===== config.mk =====
export PLATFORM = sky130hd
export DESIGN_NAME = oxygen_sensor_vote_average_flat
export DESIGN_NICKNAME = d
export VERILOG_FILES = /design/src/hw/rtl/osva_pkg.sv /design/src/hw/rtl/osva_if.sv /design/src/hw/rtl/osva_lane.sv /design/src/hw/rtl/osva_merge.sv /design/src/hw/rtl/oxygen_sensor_vote_average.sv /design/src/flat_wrapper.sv
export SDC_FILE = /design/constraint.sdc
export NUM_CORES = 1
export LEC_CHECK = 0
export BUFFER_PORTS_ARGS = -buffer_cell sky130_fd_sc_hd__buf_4
export CORE_ASPECT_RATIO = 0.8
export CORE_MARGIN = 5
export CORE_UTILIZATION = 55
export DETAILED_ROUTE_END_ITERATION = 6
export PLACE_DENSITY = 0.74
export SYNTH_ARGS = -nofsm -noshare
export SYNTH_HDL_FRONTEND = slang
export SYNTH_SLANG_ARGS = --single-unit

===== constraint.sdc =====
create_clock -name clk -period 18.1 [get_ports clk]
set_input_delay 1.81 -clock clk [delete_from_list [all_inputs] [get_ports clk]]
set_output_delay 1.81 -clock clk [all_outputs]
set_load 0.02 [all_outputs]

===== src/hw/rtl/osva_pkg.sv =====
// ----------------------------------------------------------------------------
// osva_pkg
// Shared types and constants for the oxygen sensor vote and average block.
// ----------------------------------------------------------------------------
package osva_pkg;

  localparam int SENSOR_COUNT = 3;
  localparam int PPO2_W       = 8;
  localparam int VOLT_W       = 16;
  localparam int CFG_DATA_W   = 16;
  localparam int CFG_INDEX_W  = 3;
  localparam int SUM_W        = 10;  // three readings of 8 bits

  // floor(x / 3) as (x * 683) >> 11, exact for x up to 765
  localparam logic [10:0] THIRD_RECIP = 11'd683;
  localparam int          THIRD_SHIFT = 11;
  localparam int          PROD_W      = SUM_W + 11;

  // configuration register indexes
  typedef enum logic [CFG_INDEX_W-1:0] {
    REG_DEACTIVATED_MASK = 3'd0,
    REG_VOLT_LOW         = 3'd1,
    REG_VOLT_HIGH        = 3'd2,
    REG_DEVIATION_LIMIT  = 3'd3,
    REG_FALLBACK_ENABLE  = 3'd4,
    REG_FIXED_SETPOINT   = 3'd5,
    REG_DEBOUNCE_LIMIT   = 3'd6
  } cfg_reg_t;

  // configuration reset values
  localparam logic [SENSOR_COUNT-1:0] RST_DEACTIVATED_MASK = '0;
  localparam logic [VOLT_W-1:0]       RST_VOLT_LOW         = 16'd80;
  localparam logic [VOLT_W-1:0]       RST_VOLT_HIGH        = 16'd2500;
  localparam logic [PPO2_W-1:0]       RST_DEVIATION_LIMIT  = 8'd15;
  localparam logic                    RST_FALLBACK_ENABLE  = 1'b0;
  localparam logic [PPO2_W-1:0]       RST_FIXED_SETPOINT   = 8'd100;
  localparam logic [PPO2_W-1:0]       RST_DEBOUNCE_LIMIT   = 8'd100;

  localparam logic [PPO2_W-1:0] RUN_MAX = 8'd255;

  // what one lane found about its sensor
  typedef struct packed {
    logic window_fault;  // masked off or voltage outside the window
    logic deviates;      // differs by more than the limit from both others
  } lane_result_t;

  // stage one contents handed to the merge stage
  typedef struct packed {
    logic [SENSOR_COUNT-1:0]             window_fault;
    logic [SENSOR_COUNT-1:0]             deviates;
    logic [SENSOR_COUNT-1:0][PPO2_W-1:0] ppo2;
  } stage1_t;

  // settings the merge stage needs
  typedef struct packed {
    logic              fallback_enable;
    logic [PPO2_W-1:0] fixed_setpoint;
    logic [PPO2_W-1:0] debounce_limit;
  } merge_cfg_t;

endpackage


===== src/hw/rtl/osva_if.sv =====
// ----------------------------------------------------------------------------
// osva_if
// Valid/ready channels for sensor items and voted results.
// ----------------------------------------------------------------------------
interface osva_in_if;
  import osva_pkg::*;

  logic              valid;
  logic              ready;
  logic [PPO2_W-1:0] ppo2_a;
  logic [PPO2_W-1:0] ppo2_b;
  logic [PPO2_W-1:0] ppo2_c;
  logic [VOLT_W-1:0] volt_a;
  logic [VOLT_W-1:0] volt_b;
  logic [VOLT_W-1:0] volt_c;

  modport source (output valid, ppo2_a, ppo2_b, ppo2_c, volt_a, volt_b, volt_c,
                  input ready);
  modport sink (input valid, ppo2_a, ppo2_b, ppo2_c, volt_a, volt_b, volt_c,
                output ready);
endinterface

interface osva_out_if;
  import osva_pkg::*;

  logic                    valid;
  logic                    ready;
  logic [PPO2_W-1:0]       result_cbar;
  logic [SENSOR_COUNT-1:0] fault_mask;
  logic                    held_value;
  logic                    fallback_taken;

  modport source (output valid, result_cbar, fault_mask, held_value, fallback_taken,
                  input ready);
  modport sink (input valid, result_cbar, fault_mask, held_value, fallback_taken,
                output ready);
endinterface


===== src/hw/rtl/osva_lane.sv =====
// ----------------------------------------------------------------------------
// osva_lane
// Rates one sensor: voltage window, user mask and deviation from the others.
// ----------------------------------------------------------------------------
module osva_lane (
  input  logic [osva_pkg::PPO2_W-1:0] ppo2_own,
  input  logic [osva_pkg::PPO2_W-1:0] ppo2_x,
  input  logic [osva_pkg::PPO2_W-1:0] ppo2_y,
  input  logic [osva_pkg::VOLT_W-1:0] volt,
  input  logic                        masked,
  input  logic [osva_pkg::VOLT_W-1:0] volt_low,
  input  logic [osva_pkg::VOLT_W-1:0] volt_high,
  input  logic [osva_pkg::PPO2_W-1:0] deviation_limit,
  output osva_pkg::lane_result_t      result
);
  import osva_pkg::*;

  logic [PPO2_W-1:0] diff_x;
  logic [PPO2_W-1:0] diff_y;

  // absolute differences to the two other readings
  always_comb begin
    diff_x = (ppo2_own > ppo2_x) ? (ppo2_own - ppo2_x) : (ppo2_x - ppo2_own);
    diff_y = (ppo2_own > ppo2_y) ? (ppo2_own - ppo2_y) : (ppo2_y - ppo2_own);
  end

  // inclusive window, limit itself passes
  always_comb begin
    result.window_fault = masked || (volt < volt_low) || (volt > volt_high);
    result.deviates     = (diff_x > deviation_limit) && (diff_y > deviation_limit);
  end

endmodule


===== src/hw/rtl/osva_merge.sv =====
// ----------------------------------------------------------------------------
// osva_merge
// Combines the lane findings, averages the good readings, runs the fault
// debounce and fallback, and holds the result register.
// ----------------------------------------------------------------------------
module osva_merge (
  input  logic                 clk,
  input  logic                 rst,
  input  logic                 s1_valid,
  input  osva_pkg::stage1_t    s1,
  input  osva_pkg::merge_cfg_t cfg,
  output logic                 s1_take,
  osva_out_if.source           out_ch
);
  import osva_pkg::*;

  logic [SENSOR_COUNT-1:0] faults;
  logic [SENSOR_COUNT-1:0] good;
  logic [SUM_W-1:0]        sum;
  logic [1:0]              count;
  logic [PROD_W-1:0]       prod;
  logic [PPO2_W-1:0]       mean;
  logic                    all_fault;
  logic [PPO2_W-1:0]       run_inc;
  logic                    fire;
  logic                    use_setpoint;

  logic [PPO2_W-1:0] last_valid;
  logic [PPO2_W-1:0] fault_run;
  logic              fallback_done;

  // result register frees up when empty or taken this cycle
  assign s1_take = s1_valid && (!out_ch.valid || out_ch.ready);

  // pairwise test only counts when every window test passed
  always_comb begin
    faults    = (|s1.window_fault) ? s1.window_fault : s1.deviates;
    good      = ~faults;
    all_fault = &faults;
  end

  // sum and count of good readings
  always_comb begin
    sum   = '0;
    count = '0;
    for (int i = 0; i < SENSOR_COUNT; i++) begin
      if (good[i]) begin
        sum   = sum + SUM_W'(s1.ppo2[i]);
        count = count + 2'd1;
      end
    end
  end

  // floor mean; division by three through the reciprocal
  always_comb begin
    prod = PROD_W'(sum) * PROD_W'(THIRD_RECIP);
    case (count)
      2'd2:    mean = sum[PPO2_W:1];
      2'd3:    mean = prod[THIRD_SHIFT +: PPO2_W];
      default: mean = sum[PPO2_W-1:0];
    endcase
  end

  // debounce and one-shot fallback
  always_comb begin
    run_inc      = (fault_run == RUN_MAX) ? RUN_MAX : fault_run + 8'd1;
    fire         = all_fault && (run_inc >= cfg.debounce_limit) &&
                   cfg.fallback_enable && !fallback_done;
    use_setpoint = fire && (cfg.fixed_setpoint != '0);
  end

  // result register and voting state
  always_ff @(posedge clk) begin
    if (rst) begin
      out_ch.valid  <= 1'b0;
      last_valid    <= '0;
      fault_run     <= '0;
      fallback_done <= 1'b0;
    end else begin
      if (out_ch.valid && out_ch.ready && !s1_take) begin
        out_ch.valid <= 1'b0;
      end
      if (s1_take) begin
        out_ch.valid          <= 1'b1;
        out_ch.fault_mask     <= faults;
        out_ch.fallback_taken <= fire;
        if (all_fault) begin
          fault_run <= run_inc;
          if (fire) begin
            fallback_done <= 1'b1;
          end
          out_ch.result_cbar <= use_setpoint ? cfg.fixed_setpoint : last_valid;
          out_ch.held_value  <= !use_setpoint;
        end else begin
          fault_run          <= '0;
          last_valid         <= mean;
          out_ch.result_cbar <= mean;
          out_ch.held_value  <= 1'b0;
        end
      end
    end
  end

endmodule


===== src/hw/rtl/oxygen_sensor_vote_average.sv =====
// ----------------------------------------------------------------------------
// oxygen_sensor_vote_average
// Two-out-of-three oxygen sensor voting with a held value and a fixed
// setpoint fallback.
// ----------------------------------------------------------------------------
// Usage:
//   in_ch carries three ppO2 readings (centibar) and three cell voltages
//   (100 uV units); out_ch returns one result per transaction: the voted
//   mean, the per-sensor fault mask and the held / fallback flags.
//   Settings are written through cfg_we / cfg_index / cfg_data while idle;
//   an index beyond the register list is ignored.
//   An input transaction passes the stage one register, after the three
//   sensor lanes, and then the result register, after the merge stage,
//   on its way to the result transaction.
//   in_ch takes a new item only while the single stage one register
//   between the lanes and the merge stage is empty.
//   When out_ch stalls, the result register holds, stage one fills with the
//   next item and in_ch then drops ready until the result is taken.
//   Reset clears the pipeline, the last valid value, the fault run counter
//   and the fallback flag, and loads the register defaults.
// ----------------------------------------------------------------------------
module oxygen_sensor_vote_average (
  input  logic                             clk,
  input  logic                             rst,
  input  logic                             cfg_we,
  input  logic [osva_pkg::CFG_INDEX_W-1:0] cfg_index,
  input  logic [osva_pkg::CFG_DATA_W-1:0]  cfg_data,
  osva_in_if.sink                          in_ch,
  osva_out_if.source                       out_ch
);
  import osva_pkg::*;

  // configuration registers
  logic [SENSOR_COUNT-1:0] deactivated_mask;
  logic [VOLT_W-1:0]       volt_low;
  logic [VOLT_W-1:0]       volt_high;
  logic [PPO2_W-1:0]       deviation_limit;
  logic                    fallback_enable;
  logic [PPO2_W-1:0]       fixed_setpoint;
  logic [PPO2_W-1:0]       debounce_limit;

  logic [SENSOR_COUNT-1:0][PPO2_W-1:0] ppo2_in;
  logic [SENSOR_COUNT-1:0][VOLT_W-1:0] volt_in;
  lane_result_t                        lane_res [SENSOR_COUNT];
  stage1_t                             s1;
  stage1_t                             s1_next;
  logic                                s1_valid;
  logic                                s1_take;
  logic                                in_take;
  merge_cfg_t                          merge_cfg;

  // register writes
  always_ff @(posedge clk) begin
    if (rst) begin
      deactivated_mask <= RST_DEACTIVATED_MASK;
      volt_low         <= RST_VOLT_LOW;
      volt_high        <= RST_VOLT_HIGH;
      deviation_limit  <= RST_DEVIATION_LIMIT;
      fallback_enable  <= RST_FALLBACK_ENABLE;
      fixed_setpoint   <= RST_FIXED_SETPOINT;
      debounce_limit   <= RST_DEBOUNCE_LIMIT;
    end else if (cfg_we) begin
      case (cfg_reg_t'(cfg_index))
        REG_DEACTIVATED_MASK: deactivated_mask <= cfg_data[SENSOR_COUNT-1:0];
        REG_VOLT_LOW:         volt_low         <= cfg_data[VOLT_W-1:0];
        REG_VOLT_HIGH:        volt_high        <= cfg_data[VOLT_W-1:0];
        REG_DEVIATION_LIMIT:  deviation_limit  <= cfg_data[PPO2_W-1:0];
        REG_FALLBACK_ENABLE:  fallback_enable  <= cfg_data[0];
        REG_FIXED_SETPOINT:   fixed_setpoint   <= cfg_data[PPO2_W-1:0];
        REG_DEBOUNCE_LIMIT:   debounce_limit   <= cfg_data[PPO2_W-1:0];
        default: ;
      endcase
    end
  end

  // one item in flight in stage one
  assign in_ch.ready = !s1_valid;
  assign in_take     = in_ch.valid && in_ch.ready;

  assign ppo2_in = {in_ch.ppo2_c, in_ch.ppo2_b, in_ch.ppo2_a};
  assign volt_in = {in_ch.volt_c, in_ch.volt_b, in_ch.volt_a};

  // one lane per sensor
  for (genvar g = 0; g < SENSOR_COUNT; g++) begin : g_lane
    osva_lane u_lane (
      .ppo2_own        (ppo2_in[g]),
      .ppo2_x          (ppo2_in[(g + 1) % SENSOR_COUNT]),
      .ppo2_y          (ppo2_in[(g + 2) % SENSOR_COUNT]),
      .volt            (volt_in[g]),
      .masked          (deactivated_mask[g]),
      .volt_low        (volt_low),
      .volt_high       (volt_high),
      .deviation_limit (deviation_limit),
      .result          (lane_res[g])
    );
  end

  // gather lane findings
  always_comb begin
    s1_next.ppo2 = ppo2_in;
    for (int i = 0; i < SENSOR_COUNT; i++) begin
      s1_next.window_fault[i] = lane_res[i].window_fault;
      s1_next.deviates[i]     = lane_res[i].deviates;
    end
  end

  // stage one register
  always_ff @(posedge clk) begin
    if (rst) begin
      s1_valid <= 1'b0;
    end else begin
      if (s1_take) begin
        s1_valid <= 1'b0;
      end
      if (in_take) begin
        s1_valid <= 1'b1;
      end
    end
  end

  always_ff @(posedge clk) begin
    if (in_take) begin
      s1 <= s1_next;
    end
  end

  assign merge_cfg.fallback_enable = fallback_enable;
  assign merge_cfg.fixed_setpoint  = fixed_setpoint;
  assign merge_cfg.debounce_limit  = debounce_limit;

  osva_merge u_merge (
    .clk      (clk),
    .rst      (rst),
    .s1_valid (s1_valid),
    .s1       (s1),
    .cfg      (merge_cfg),
    .s1_take  (s1_take),
    .out_ch   (out_ch)
  );

  // a result with a good sensor is never held or a fallback
  a_good_not_held: assert property (@(posedge clk) disable iff (rst)
    out_ch.valid && (out_ch.fault_mask != {SENSOR_COUNT{1'b1}}) |->
      !out_ch.held_value && !out_ch.fallback_taken)
    else $error("good result flagged as held or fallback");

  // an accepted item lands in stage one
  a_take_fills: assert property (@(posedge clk) disable iff (rst)
    in_take |=> s1_valid)
    else $error("accepted item lost before stage one");

  // a waiting stage one item holds until the merge stage takes it
  a_s1_holds: assert property (@(posedge clk) disable iff (rst)
    s1_valid && !s1_take |=> s1_valid && $stable(s1))
    else $error("stage one item changed while waiting");

  // stage one handing over always yields a result next cycle
  a_take_result: assert property (@(posedge clk) disable iff (rst)
    s1_take |=> out_ch.valid)
    else $error("merge stage dropped an item");

endmodule

===== src/flat_wrapper.sv =====
// flat-port wrapper written by rule: the top's interface ports become plain ports
module oxygen_sensor_vote_average_flat import osva_pkg::*;
  (clk, rst, cfg_we, cfg_index, cfg_data, in_ch_valid, in_ch_ppo2_a, in_ch_ppo2_b, in_ch_ppo2_c, in_ch_volt_a, in_ch_volt_b, in_ch_volt_c, in_ch_ready, out_ch_valid, out_ch_result_cbar, out_ch_fault_mask, out_ch_held_value, out_ch_fallback_taken, out_ch_ready);
  osva_in_if in_ch_i ();
  osva_out_if out_ch_i ();
  input  logic clk;
  input  logic rst;
  input  logic cfg_we;
  input  logic [osva_pkg::CFG_INDEX_W-1:0] cfg_index;
  input  logic [osva_pkg::CFG_DATA_W-1:0] cfg_data;
  input wire logic [$bits(in_ch_i.valid)-1:0] in_ch_valid;
  input wire logic [$bits(in_ch_i.ppo2_a)-1:0] in_ch_ppo2_a;
  input wire logic [$bits(in_ch_i.ppo2_b)-1:0] in_ch_ppo2_b;
  input wire logic [$bits(in_ch_i.ppo2_c)-1:0] in_ch_ppo2_c;
  input wire logic [$bits(in_ch_i.volt_a)-1:0] in_ch_volt_a;
  input wire logic [$bits(in_ch_i.volt_b)-1:0] in_ch_volt_b;
  input wire logic [$bits(in_ch_i.volt_c)-1:0] in_ch_volt_c;
  output wire logic [$bits(in_ch_i.ready)-1:0] in_ch_ready;
  output wire logic [$bits(out_ch_i.valid)-1:0] out_ch_valid;
  output wire logic [$bits(out_ch_i.result_cbar)-1:0] out_ch_result_cbar;
  output wire logic [$bits(out_ch_i.fault_mask)-1:0] out_ch_fault_mask;
  output wire logic [$bits(out_ch_i.held_value)-1:0] out_ch_held_value;
  output wire logic [$bits(out_ch_i.fallback_taken)-1:0] out_ch_fallback_taken;
  input wire logic [$bits(out_ch_i.ready)-1:0] out_ch_ready;
  assign in_ch_i.valid = in_ch_valid;
  assign in_ch_i.ppo2_a = in_ch_ppo2_a;
  assign in_ch_i.ppo2_b = in_ch_ppo2_b;
  assign in_ch_i.ppo2_c = in_ch_ppo2_c;
  assign in_ch_i.volt_a = in_ch_volt_a;
  assign in_ch_i.volt_b = in_ch_volt_b;
  assign in_ch_i.volt_c = in_ch_volt_c;
  assign in_ch_ready = in_ch_i.ready;
  assign out_ch_valid = out_ch_i.valid;
  assign out_ch_result_cbar = out_ch_i.result_cbar;
  assign out_ch_fault_mask = out_ch_i.fault_mask;
  assign out_ch_held_value = out_ch_i.held_value;
  assign out_ch_fallback_taken = out_ch_i.fallback_taken;
  assign out_ch_i.ready = out_ch_ready;
  oxygen_sensor_vote_average u_core (.clk(clk), .rst(rst), .cfg_we(cfg_we), .cfg_index(cfg_index), .cfg_data(cfg_data), .in_ch(in_ch_i), .out_ch(out_ch_i));
endmodule

==> results of run 1 <==
layout by cell type (no fill, tap or decap), drive strengths merged, types with 61 or more instances in the layout:
cell / n
ha: 270
a21o: 75
nand2: 155
dfxtp: 79
buf: 115
o21ai: 61
inv: 153
nor2: 80
a21oi: 133
xnor2: 62
path summary, 6_finish.rpt:
path / to / from / depth (start not counted) / slack, ns
worst min-delay path: u_core.volt_low[10]$_SDFFE_PP0P_ / u_core.volt_low[10]$_SDFFE_PP0P_ / 2 / 0.45
worst max-delay path: u_core.u_merge.out_ch.result_cbar[6]$_DFFE_PP_ / u_core.s1[28]$_DFFE_PP_ / 34 / 8.49
worst min register to register: u_core.volt_low[10]$_SDFFE_PP0P_ / u_core.volt_low[10]$_SDFFE_PP0P_ / 2 / 0.45
worst max register to register: u_core.u_merge.out_ch.result_cbar[6]$_DFFE_PP_ / u_core.s1[28]$_DFFE_PP_ / 34 / 8.49
power by group:
| part | switching, W | leakage [nW] | internal [W] | total (W) |
|---|---|---|---|---|
| clock network | 0.000129 | 0.300 | 0.000221 | 0.000350 |
| logic | 0.000524 | 5.75 | 0.000414 | 0.000938 |
| registers | 0.00000794 | 1.05 | 0.000302 | 0.000310 |
per-stage QoR:
stage               worst slack [ns]  cells  power (W)  util [%]  instance area, sq um
floorplan                       9.45   1529    0.00101         -                 13300
global placement                8.84   1916    0.00121      60.8                 14300
detailed placement              8.56   1916    0.00124      60.8                 14300
CTS                             8.56   1947    0.00160      63.5                 15000
global route                    7.83   1948    0.00173      63.5                 15000
finish                          8.49   1948    0.00160      63.5                 15000
cell type report:
class | count | area share [%]
Sequential cell | 122 | 19.2
Clock inverter | 5 | 0.276
Antenna cell | 1 | 0.0167
Inverter | 151 | 3.79
Tap cell | 312 | 2.61
Multi-Input combinational cell | 1216 | 64.5
Timing Repair Buffer | 115 | 5.77
Clock buffer | 26 | 3.86
logic make-up after synthesis:
kind of cell	synth area share [%]
XOR/XNOR	4.56
AND/OR/NAND/NOR	14.4
flip-flops	21.7
multiplexers	4.41
AO/OA/AOI/OAI	19.7
buffers and inverters	5.48
adder cells (fa/ha/maj)	29.7
per-layer routing:
layer	GRT usage (%)	vias up	wire, um
li1	-	5646	-
met1	35.1	5277	16600
met5	0	-	0
met2	40.7	287	15800
met3	3.49	53	1550
met4	7.97	0	739
worst min-delay path: stages, from the launching register on:
cell	delay, ns
sky130_fd_sc_hd__dfxtp_1	0.31
sky130_fd_sc_hd__nand2_1	0.05
sky130_fd_sc_hd__a21oi_1	0.05
sequential cells by signal, summed over array words and instances (netlist names):
signal                                flops
u_core.u_merge.out_ch.held_value          1
u_core.deactivated_mask                   3
u_core.fixed_setpoint                     8
u_core.u_merge.out_ch.fallback_taken      1
u_core.debounce_limit                     8
u_core.u_merge.last_valid                 8
u_core.s1                                30
u_core.u_merge.fault_run                  8
u_core.volt_low                          16
u_core.u_merge.out_ch.valid               1
u_core.volt_high                         16
u_core.u_merge.fallback_done              1
u_core.fallback_enable                    1
u_core.u_merge.out_ch.result_cbar         8
u_core.s1_valid                           1
u_core.u_merge.out_ch.fault_mask          3
u_core.deviation_limit                    8
==> results.md, run 1 <==
- The flow ran to the end, and the final reports show no timing, DRC or antenna violations.
- The dominant cell type by count on the critical path is sky130_fd_sc_hd__ha_1.
- The number of clock sinks is 122.
- Across all layers, the routed design uses 11300 vias.
- After detailed routing, the average wire length per cell comes to about 18 um.
- The delay of the slowest critical-path stage is 0.55 ns.
- In this run, CTS created clock tree buffers numbering 17.
- Summed over all failing endpoints, the final setup total negative slack is 0 ns.
- The post-detailed-placement half-perimeter wirelength is ~28000 um.
- Among all flip-flop cells after synthesis, the most frequent one is sky130_fd_sc_hd__dfxtp_1.
- Counting both buffers and inverters, the worst setup path holds a total of 3.
- Counting every instance in the synthesized netlist gives 1529.
- The floorplan die width is ~180 um.
- The ratio of routed vias to standard cells is 5.78.
- In this run the post-CTS setup repair buffer count came out at 0.
- The final net count is 2016.
- Summing all flip-flop and latch instances after layout gives approximately 2900 sq um.
- The final setup skew is 0.0133 ns.
- The dominant cell type by area after synthesis is sky130_fd_sc_hd__ha_1.
- The standard cell with the maximum stage delay on the critical path is sky130_fd_sc_hd__or3b_1.
- Counting instances in the post-synthesis netlist gives the leading cell types as sky130_fd_sc_hd__ha_1, sky130_fd_sc_hd__nand2_1, sky130_fd_sc_hd__inv_1.
- The initial antenna violation count is 1.
- The critical path launch point type is a flip-flop.
- Once the floorplan was initialized, standard cells occupied 56.2% of the core.
- Entering global routing, the biggest net connects 75 pins.
- The worst-skew pair later-pin latency is 0.43 ns.
- The async set-reset flop share out of synthesis is 0%.
- By area the synthesized netlist is led by sky130_fd_sc_hd__ha_1, sky130_fd_sc_hd__dfxtp_1, sky130_fd_sc_hd__edfxtp_1, sky130_fd_sc_hd__a21oi_1, sky130_fd_sc_hd__nand2_1.
- TritonCTS built the clock tree.
- The worst vdd rail ir drop is 0.0996 mV.
- The aggregate global-route resource usage is 25.2%.
- around 110 I/O pins were placed.
- The die height is 149 um.
- The total DRC errors in the routed layout is 0.
- Synthesis inferred 122 register bits.
- The final period utilization is 53.1%.
- The via count of the first global-routing pass is 11100.
- The post-route netlist has 11.7% of its cells at a drive strength greater than 1.
- Compared with the post-synthesis result, the final layout area differs by 13.0%.
- The multi-input logic area is between 9000 and 10000 sq um.
- The row count is 50.
- In this run the worst hold path is classified as flip-flop to flip-flop.
- The final wirelength is 34700 um.
- The die covers 27300 sq um.
- The number of port buffers is 110.
- The routed design could run at a clock period as short as roughly 9.6 ns.
- Summing the sequential cell areas from Yosys gives 21.7% of the chip area.
- The number of levels in the clock H-tree is 4.
- The number of hold violations in the final report is 0.
- The maximum clock path buffer count is 2.
- The final estimated routing congestion in global placement is 0.919.
- The element type at the critical path end is a flip-flop.
- The number of enable flip-flop cells after synthesis is 43.
- Clock-pin slew was measured on the worst setup and hold paths at 0.06 ns.
- The total count of max-transition violations in the final report came to 0.
- The actual slew at the worst max-slew pin is 1.10 ns.
- The final-report setup violation count is 0.
- Setup repair after global routing left no endpoint under its margin.
- The start-to-end type of the worst setup path is flip-flop to flip-flop.
- In this run the biggest area consumer among cell types represents 25.5% of the synthesized area.
- The layout has 2037 filler cells.
- The number of antenna-violating nets in the routed design is 0.
- The leftover overflow at the end of global routing is 0.
- Dividing total power by cell area gives a power density of 107 nW/um^2.
- For this run, the top clock speed supported by timing is 104 MHz.
- The kind of cell adding the most delay to the critical path is adder cells.
- The clock tree root driver cell is sky130_fd_sc_hd__clkbuf_16.
- Summing every instance area after synthesis gives 13300 sq um.
- The synthesized net count is 1922.
- Headroom to the max-slew limit came out at 26.7%.
- The area inside the core boundary is ~24000 sq um.
- The critical-path maximum fanout is 9.
- The Yosys step of the flow raised 0 warnings.
- A synthesized cell averages 8.67 sq um.
- The post-cts gate resize count is 0.
- Counting distinct cell types in the post-synthesis netlist gives 77.
- The data arrival time of the critical path is 9.77 ns.
- The first global-routing pass estimated about 56000 um of wire.
- The DRC marker count from the first detailed-route iteration is 778.
- The tool flagged a number of max-cap violations equal to 0.
- The number of buffers inserted for hold repair after clock tree synthesis is 0.
- The required time of the worst setup path is roughly 18 ns.
- The detailed-router iteration count before antenna repair is 5.
- The dominant cell by count in the synthesized netlist is sky130_fd_sc_hd__ha_1.
- The static power due to leakage is 7.10 nW.
- The worst slack on hold paths is approximately 0.45 ns.
(Power assumes the default switching activity.)
==> inputs of run 2 (changes only) <==
- ABC_AREA: default -> 1
- PLACE_DENSITY: 0.74 -> 0.77
- clock period: 18.1 -> 7.8 ns (I/O delays scaled with it)
==> run 2 against run 1 <==
  * Clock skew about the same
  * Total power increased by 110%
  * Non-clock buffer count decreased by 1
  * Critical path depth increased by 6
  * Sequential cell count unchanged
  * Cell count increased by 10%
  * Critical path type unchanged
==> results.md, run 2 <==
- The flow ran to the end, and the final reports show no timing, DRC or antenna violations.
- The synthesized net count is 2112.
- The aggregate global-route resource usage is 25.8%.
- Setup repair after global routing left no endpoint under its margin.
- The worst path uses 92.6% of the clock period.
- The detailed-route via count is between 10000 and 15000.
- The number of enable flip-flop cells after synthesis is 43.
- In this run the count of I/O pins placed on the die edge is 111.
- The power density of the placed cells is 232 nW/um^2.
- TritonCTS built the clock tree.
- Ranked by instance count, the synthesized netlist is headed by sky130_fd_sc_hd__nand2_1, sky130_fd_sc_hd__ha_1, sky130_fd_sc_hd__inv_1.
- The die covers 27000 sq um.
- Detailed placement ended at an HPWL of 29200 um.
- The detailed-router iteration count before antenna repair is 6.
- The initial antenna violation count was 0.
- In this run the worst path has a maximum fanout of 8.
- The post-cts gate resize count is 0.
- Final hold analysis gives a worst-case slack of ~0.48 ns.
- Synthesis inferred 122 register bits.
- The worst-case headroom to the max-slew limit is 19.4%.
- After clock tree synthesis, the clock-pin slew on the worst setup and hold paths is approximately 0.070 ns.
- The largest single stage delay on the critical path is 0.51 ns.
- The proportion of layout cells with a drive suffix above 1 is 10.8%.
- The die height is 148 um.
- The top cell types in the final layout, fill and taps aside, are sky130_fd_sc_hd__nand2_1, sky130_fd_sc_hd__ha_1, sky130_fd_sc_hd__inv_1.
- The tool flagged a number of max-cap violations equal to 0.
- STA puts the critical path data required time at 7.97 ns.
- After floorplanning, the core was divided into 50 placement rows.
- The async set-reset flop share out of synthesis is 0%.
- The cell that appears most often on the critical path is sky130_fd_sc_hd__nand2_1.
- More flip-flops sit in one register than any other, and that register is u_core.s1.
- The ratio of routed vias to standard cells is about 5.6.
- The die is around 180 um wide.
- The clock arrives with 0.0131 ns of skew.
- From synthesis to final layout, the design area changed by 12.9%.
- The static power due to leakage is 7.39 nW.
- The number of buffers inserted for hold repair after clock tree synthesis is 0.
- The register with the most flip-flops in the layout has 30 of them.
- Setup violations remaining at the end of the flow were counted as 0.
- For this run, the leading register cell type out of synthesis is sky130_fd_sc_hd__dfxtp_1.
- The largest registers in the layout are u_core.s1 (30), u_core.volt_high (16), u_core.volt_low (16).
- The count of yosys warnings during synthesis is 0.
- The area share of the largest cell type after synthesis is 25.8%.
- Static timing analysis puts the maximum clock frequency at 138 MHz.
- The total DRC errors in the routed layout is 0.
- The final net count is 2213.
- The number of hold violations in the final report is 0.
- The starting density of the core is 56.0%.
- The maximum number of pins on one net before global-route repair is 64.
- No sink is reached through more buffers than the 2 on the longest clock path.
- Summed over all failing endpoints, the final setup total negative slack is 0 ns.
- The congestion estimate from routability-driven global placement came to about 0.95.
- The standard cell with the maximum stage delay on the critical path is sky130_fd_sc_hd__fa_1.
- The kind of path behind the tightest hold check is flip-flop to flip-flop.
- The count of buffers added on input and output ports is 110.
- The number of setup buffers added after CTS is 0.
- At the later pin of the worst-skew pair, clock insertion delay measures 0.43 ns.
- The clock tree root driver cell is sky130_fd_sc_hd__clkbuf_16.
- Data arrives at the worst endpoint at ~7.4 ns.
- At the pin with the least slew margin, the transition time is 1.20 ns.
- Yosys attributes the largest share of cell area to sky130_fd_sc_hd__ha_1, sky130_fd_sc_hd__dfxtp_1, sky130_fd_sc_hd__edfxtp_1, sky130_fd_sc_hd__nand2_1, sky130_fd_sc_hd__a21oi_1.
- STA classifies the critical path endpoint as a flip-flop.
- Of all cell types, the one taking the most synthesized area is sky130_fd_sc_hd__ha_1.
- The area taken by flip-flops and latches is 2870 sq um.
- The mean cell area of the mapped netlist is 7.62 sq um.
- The share of the Yosys chip area taken by registers is 21.9%.
- IR analysis of the VDD net gives a maximum drop of 0.277 mV.
- The region available for standard cell placement spans 23400 sq um.
- The via count of the first global-routing pass is 11500.
- The number of inserted filler cells in the final layout is about 2100.
- The number of clock sinks is 122.
- The multi-input logic area is 9130 sq um.
- The dominant cell by count in the synthesized netlist is sky130_fd_sc_hd__nand2_1.
- The wire length of the first global-routing pass is 56700 um.
- The number of levels in the clock H-tree is 4.
- The critical path launch point type is a flip-flop.
- The total count of max-transition violations in the final report came to 0.
- The setup path with the least slack is of type flip-flop to flip-flop.
- The final wirelength is 35400 um.
- Subtracting the final worst setup slack from the clock period gives 7.22 ns.
- Prior to clock tree synthesis, the placed netlist has a worst setup slack of 0.525 ns.
- The worst-case setup margin in the final layout is 0.580 ns.
- Counting every instance in the synthesized netlist gives 1719.
- Once detail routing completed, the nets flagged for antenna violations numbered 0.
- The number of antenna diodes in the final layout is 0.
- In this run, distinct cell masters in the synthesized netlist total 53.
- The detailed router finished its first iteration with 897 violations.
- The routed wirelength normalized by instance count is 16.5 um.
- Clock tree synthesis inserted a total of 17 buffers.
- The library cell used most frequently in the layout, excluding fill and tap cells, is sky130_fd_sc_hd__nand2_1.
- The leftover overflow at the end of global routing is 0.
- The post-synthesis instance area is approximately 13000 sq um.
## run 2: changes by cell type after synthesis, sizes merged, moves of 34 or more
| cell | before | now |
|---|---|---|
| nand3 | 19 | 60 |
| inv | 151 | 258 |
| o21ai | 61 | 141 |
| xnor2 | 62 | 6 |
| xor2 | 7 | 43 |
| nand2 | 155 | 286 |
| a21o | 75 | 5 |
| a21oi | 133 | 206 |
| nor2 | 80 | 114 |
## run 2: kinds of logic after synthesis
logic type | synth area share, %
AND/OR/NAND/NOR | 17.8
AO/OA/AOI/OAI | 18.6
adder cells (fa/ha/maj) | 29.9
buffers and inverters | 8.40
flip-flops | 21.9
XOR/XNOR | 3.33
## run 2: worst max-delay path: cells and delay by family (launching register included)
family / cells / cell delay [ns]
buffers and inverters: 5 / 0.33
AO/OA/AOI/OAI: 6 / 0.67
adder cells (fa/ha/maj): 8 / 3.20
flip-flops: 1 / 0.42
XOR/XNOR: 1 / 0.18
AND/OR/NAND/NOR: 20 / 2.13
## run 2: area by class of cell
type / count / area share (%)
Clock buffer: 18 / 3.05
Multi-Input combinational cell: 1307 / 61.7
Tap cell: 312 / 2.64
Inverter: 258 / 6.55
Timing Repair Buffer: 114 / 5.79
Sequential cell: 122 / 19.4
Clock inverter: 14 / 0.821
## run 2: metal layers
layer	wire, um	track usage (%)
met4	605	6.41
met2	16300	42.4
met5	0	0
met1	16400	35.9
met3	2130	3.96
## run 2: through the flow
stage	total power (W)	instances	instance area [sq um]	util, %
after global placement	0.00259	2113	14200	60.7
after global routing	0.00373	2145	14800	63.2
after CTS	0.00341	2145	14800	63.2
final	0.00343	2145	14800	63.2
after detailed placement	0.00263	2113	14200	60.7
after floorplan	0.00213	1719	13100	-
## run 2: worst paths after layout
check	start	to	slack [ns]	depth (start not counted)
setup / recovery	u_core.s1[28]$_DFFE_PP_	u_core.u_merge.out_ch.result_cbar[4]$_DFFE_PP_	0.58	40
hold / removal	u_core.debounce_limit[4]$_SDFFE_PP0P_	u_core.debounce_limit[4]$_SDFFE_PP0P_	0.48	2
setup reg to reg	u_core.s1[28]$_DFFE_PP_	u_core.u_merge.out_ch.result_cbar[4]$_DFFE_PP_	0.58	40
hold reg to reg	u_core.debounce_limit[4]$_SDFFE_PP0P_	u_core.debounce_limit[4]$_SDFFE_PP0P_	0.48	2
## run 2: report_power, final
part | total [W] | switching [W] | internal, W
Sequential | 0.000717 | 0.0000168 | 0.000701
Clock | 0.000771 | 0.000334 | 0.000437
Combinational | 0.00194 | 0.00122 | 0.000716
Total | 0.00343 | 0.00157 | 0.00185
==> inputs of run 3 (changes only) <==
- CELL_PAD_IN_SITES_DETAIL_PLACEMENT: default -> 1
- CELL_PAD_IN_SITES_GLOBAL_PLACEMENT: default -> 1
- CORE_UTILIZATION: 55 -> 42
- PLACE_DENSITY: 0.77 -> default
- PLACE_DENSITY_LB_ADDON: default -> 0.1
==> run 3 against run 2 <==
  * First-iteration DRC count shrank 30%
  * Wire length rose by 14%
  * Die area up 29%
  * Largest power group unchanged
  * Via count increased by 0.88%
  * Utilization down 14 points
  * Hold slack got worse by 0.014 ns
  * Highest routed layer unchanged
  * Total power up 3.1%
  * Sequential cell count unchanged
==> results.md, run 3 (synthesized netlist as in run 2, its figures left out) <==
- The number of clock sinks is between 100 and 150.
- The worst setup path is launched from a flip-flop.
- Fill cells in the final layout number 3851.
- The count of non-filler cells in the finished layout is 2248.
- Among cell families on the critical path, the largest total delay comes from adder cells.
- After clock tree synthesis, the clock-pin slew on the worst setup and hold paths is 0.07 ns.
- Final hold analysis gives a worst-case slack of 0.466 ns.
- Detailed routing inserted a total of between 10000 and 15000 vias.
- The internal cell power is 0.00192 W.
- The final wirelength is 40500 um.
- The clock passes through at most 2 buffers.
- The total DRC errors in the routed layout is 0.
- In this run, the combinational gates consume 56.2% of the power.
- Relative to the synthesized area, the layout overhead comes to 14.3%.
- The ratio of routed vias to standard cells is 5.43.
- The number of hold violations in the final report was 0.
- In this run the worst path has a maximum fanout of 8.
- The first TritonRoute pass finished after 5 iterations.
- Of the total power, the share spent switching nets is ~46%.
- The final net count is 2215.
- The clock tree synthesis step divided the H-tree into 4 levels.
- The register containing the most flip-flops in the final layout is u_core.s1.
- For the finished layout, the period the worst path requires is 7.19 ns.
- The final estimated routing congestion in global placement is 0.940.
- The actual slew at the worst max-slew pin is 1.13 ns.
- The row count is 57.
- The number of cells in the design after placement is 2216.
- The number of setup buffers added after CTS is 0.
- Derived from the worst setup path, the maximum achievable clock frequency is ~140 MHz.
- Buffers placed on the I/O ports in this run total 110.
- The number of violations of the max-capacitance limit is 0.
- The worst-skew pair later-pin latency is between 0.4 and 0.5 ns.
- In this run, post-CTS repair resized a total of 0 instances.
- Adding up every negative setup slack in the final design gives 0 ns.
- The via count of the first global-routing pass was 12500.
- For this run the aggregate overflow at the end of global routing stands at 0.
- The total count of max-transition violations in the final report is 0.
- Entering global routing, the biggest net connects 64 pins.
- The data arrival time of the critical path is 7.35 ns.
- The final-report setup violation count is 0.
- The run finished with clean final reports.
- Dividing total power by cell area gives a power density of 236 nW/um^2.
- The worst setup path is of the flip-flop to flip-flop kind.
- The commonest non-fill, non-tap cell in the layout is sky130_fd_sc_hd__nand2_1.
- The number of buffer and inverter stages on the critical path is 5.
- The dominant cell type by count on the critical path is sky130_fd_sc_hd__nand2_1.
- During I/O placement, the number of pins put on the boundary was between 100 and 150.
- The first global-routing pass estimated between 60000 and 70000 um of wire.
- In this run the worst hold path is classified as flip-flop to flip-flop.
- The largest registers in the layout are u_core.s1 (30), u_core.volt_high (16), u_core.volt_low (16).
- Of the available clock period, the critical path in the final layout requires 92.2%.
- The required time of the worst setup path is 7.96 ns.
- The number of antenna repair diodes is 0.
- The clock network burns 23.4% of the power.
- The floorplan die width is 207 um.
- The total clock buffers created by CTS is 17.
- TritonCTS built the clock tree.
- The static power due to leakage is 7.41 nW.
- The die height is 168 um.
- Measured against its own limit, the worst slew margin works out to 24.3%.
- The finished cells cover 15000 sq um.
- The slowest stage of the critical path belongs to the cell sky130_fd_sc_hd__fa_1.
- The final setup skew is 0.0152 ns.
- For this run, the slowest stage of the critical path takes between 0.5 and 0.6 ns.
- The area inside the core boundary is 30600 sq um.
- In this run, the number of DRC markers left after iteration 0 of detailed routing was 631.
- Hold repair after CTS inserted 0 buffers.
- In this run the clock root is driven by a sky130_fd_sc_hd__clkbuf_16.
- Setup repair after global routing left no endpoint under its margin.
- The die covers 34800 sq um.
- The register with the most flip-flops in the layout has 30 of them.
- The placed instances occupy a cell area of 14400 sq um.
- The worst vdd rail ir drop is approximately 0.17 mV.
- The routed wirelength normalized by instance count is 18.0 um.
- The starting density of the core is 42.8%.
- The library cells used most frequently in the layout, excluding fill and tap cells, are sky130_fd_sc_hd__nand2_1, sky130_fd_sc_hd__ha_1, sky130_fd_sc_hd__inv_1.
- After legalization and detailed placement, the total HPWL measured 34100 um.
- The aggregate global-route resource usage is 22.8%.
- Cells with a size suffix above 1 make up 10.9% of the layout.
- The initial antenna violation count is 0.
- The net switching component of the power is 0.00161 W.
- The number of antenna-violating nets in the routed design is 0.
- The register share of total power is 20.3%.
- The design draws 0.00353 W.
- STA classifies the critical path endpoint as a flip-flop.
run 3: worst paths after layout:
| path | end | slack, ns | from | depth (start not counted) |
|---|---|---|---|---|
| max | u_core.u_merge.out_ch.result_cbar[4]$_DFFE_PP_ | 0.61 | u_core.s1[28]$_DFFE_PP_ | 40 |
| min | u_core.debounce_limit[3]$_SDFFE_PP0P_ | 0.47 | u_core.debounce_limit[3]$_SDFFE_PP0P_ | 2 |
| max reg2reg | u_core.u_merge.out_ch.result_cbar[4]$_DFFE_PP_ | 0.61 | u_core.s1[28]$_DFFE_PP_ | 40 |
| min reg2reg | u_core.debounce_limit[3]$_SDFFE_PP0P_ | 0.47 | u_core.debounce_limit[3]$_SDFFE_PP0P_ | 2 |
run 3: stage by stage:
stage / utilization [%] / setup slack (ns)
final: 48.9 / 0.610
after global routing: 48.9 / 0.0140
after floorplan: - / 1.11
after global placement: 46.9 / 0.625
after CTS: 48.9 / 0.340
after detailed placement: 46.9 / 0.370
run 3: area by class of cell:
type | instances | area, sq um | share of cell area [%]
Clock buffer | 19 | 454 | 3.03
Inverter | 258 | 968 | 6.47
Timing Repair Buffer | 116 | 871 | 5.82
Multi-Input combinational cell | 1307 | 9130 | 61.0
Tap cell | 413 | 517 | 3.45
Sequential cell | 122 | 2870 | 19.2
Clock inverter | 13 | 155 | 1.04
run 3: worst min-delay path: stages, from the launching register on:
cell	delay, ns
sky130_fd_sc_hd__dfxtp_1	0.30
sky130_fd_sc_hd__inv_1	0.06
sky130_fd_sc_hd__a21oi_1	0.06
run 3: per-layer routing:
layer,vias up,track usage [%],share of wire [%]
li1,6100,-,-
met1,5916,32.1,50
met2,166,38.4,46
met3,30,2.68,2.7
met4,0,3.76,1.0
met5,-,0,0
run 3: power by group through the flow:
stage,clock network (W),logic (W),registers [W]
3_3_place_gp,0,0.00190,0.000730
3_5_place_dp,0,0.00196,0.000732
6_report,0.000827,0.00199,0.000719
4_1_cts,0.000838,0.00198,0.000718
2_1_floorplan,0,0.00140,0.000729
5_1_grt,0.000868,0.00226,0.000721
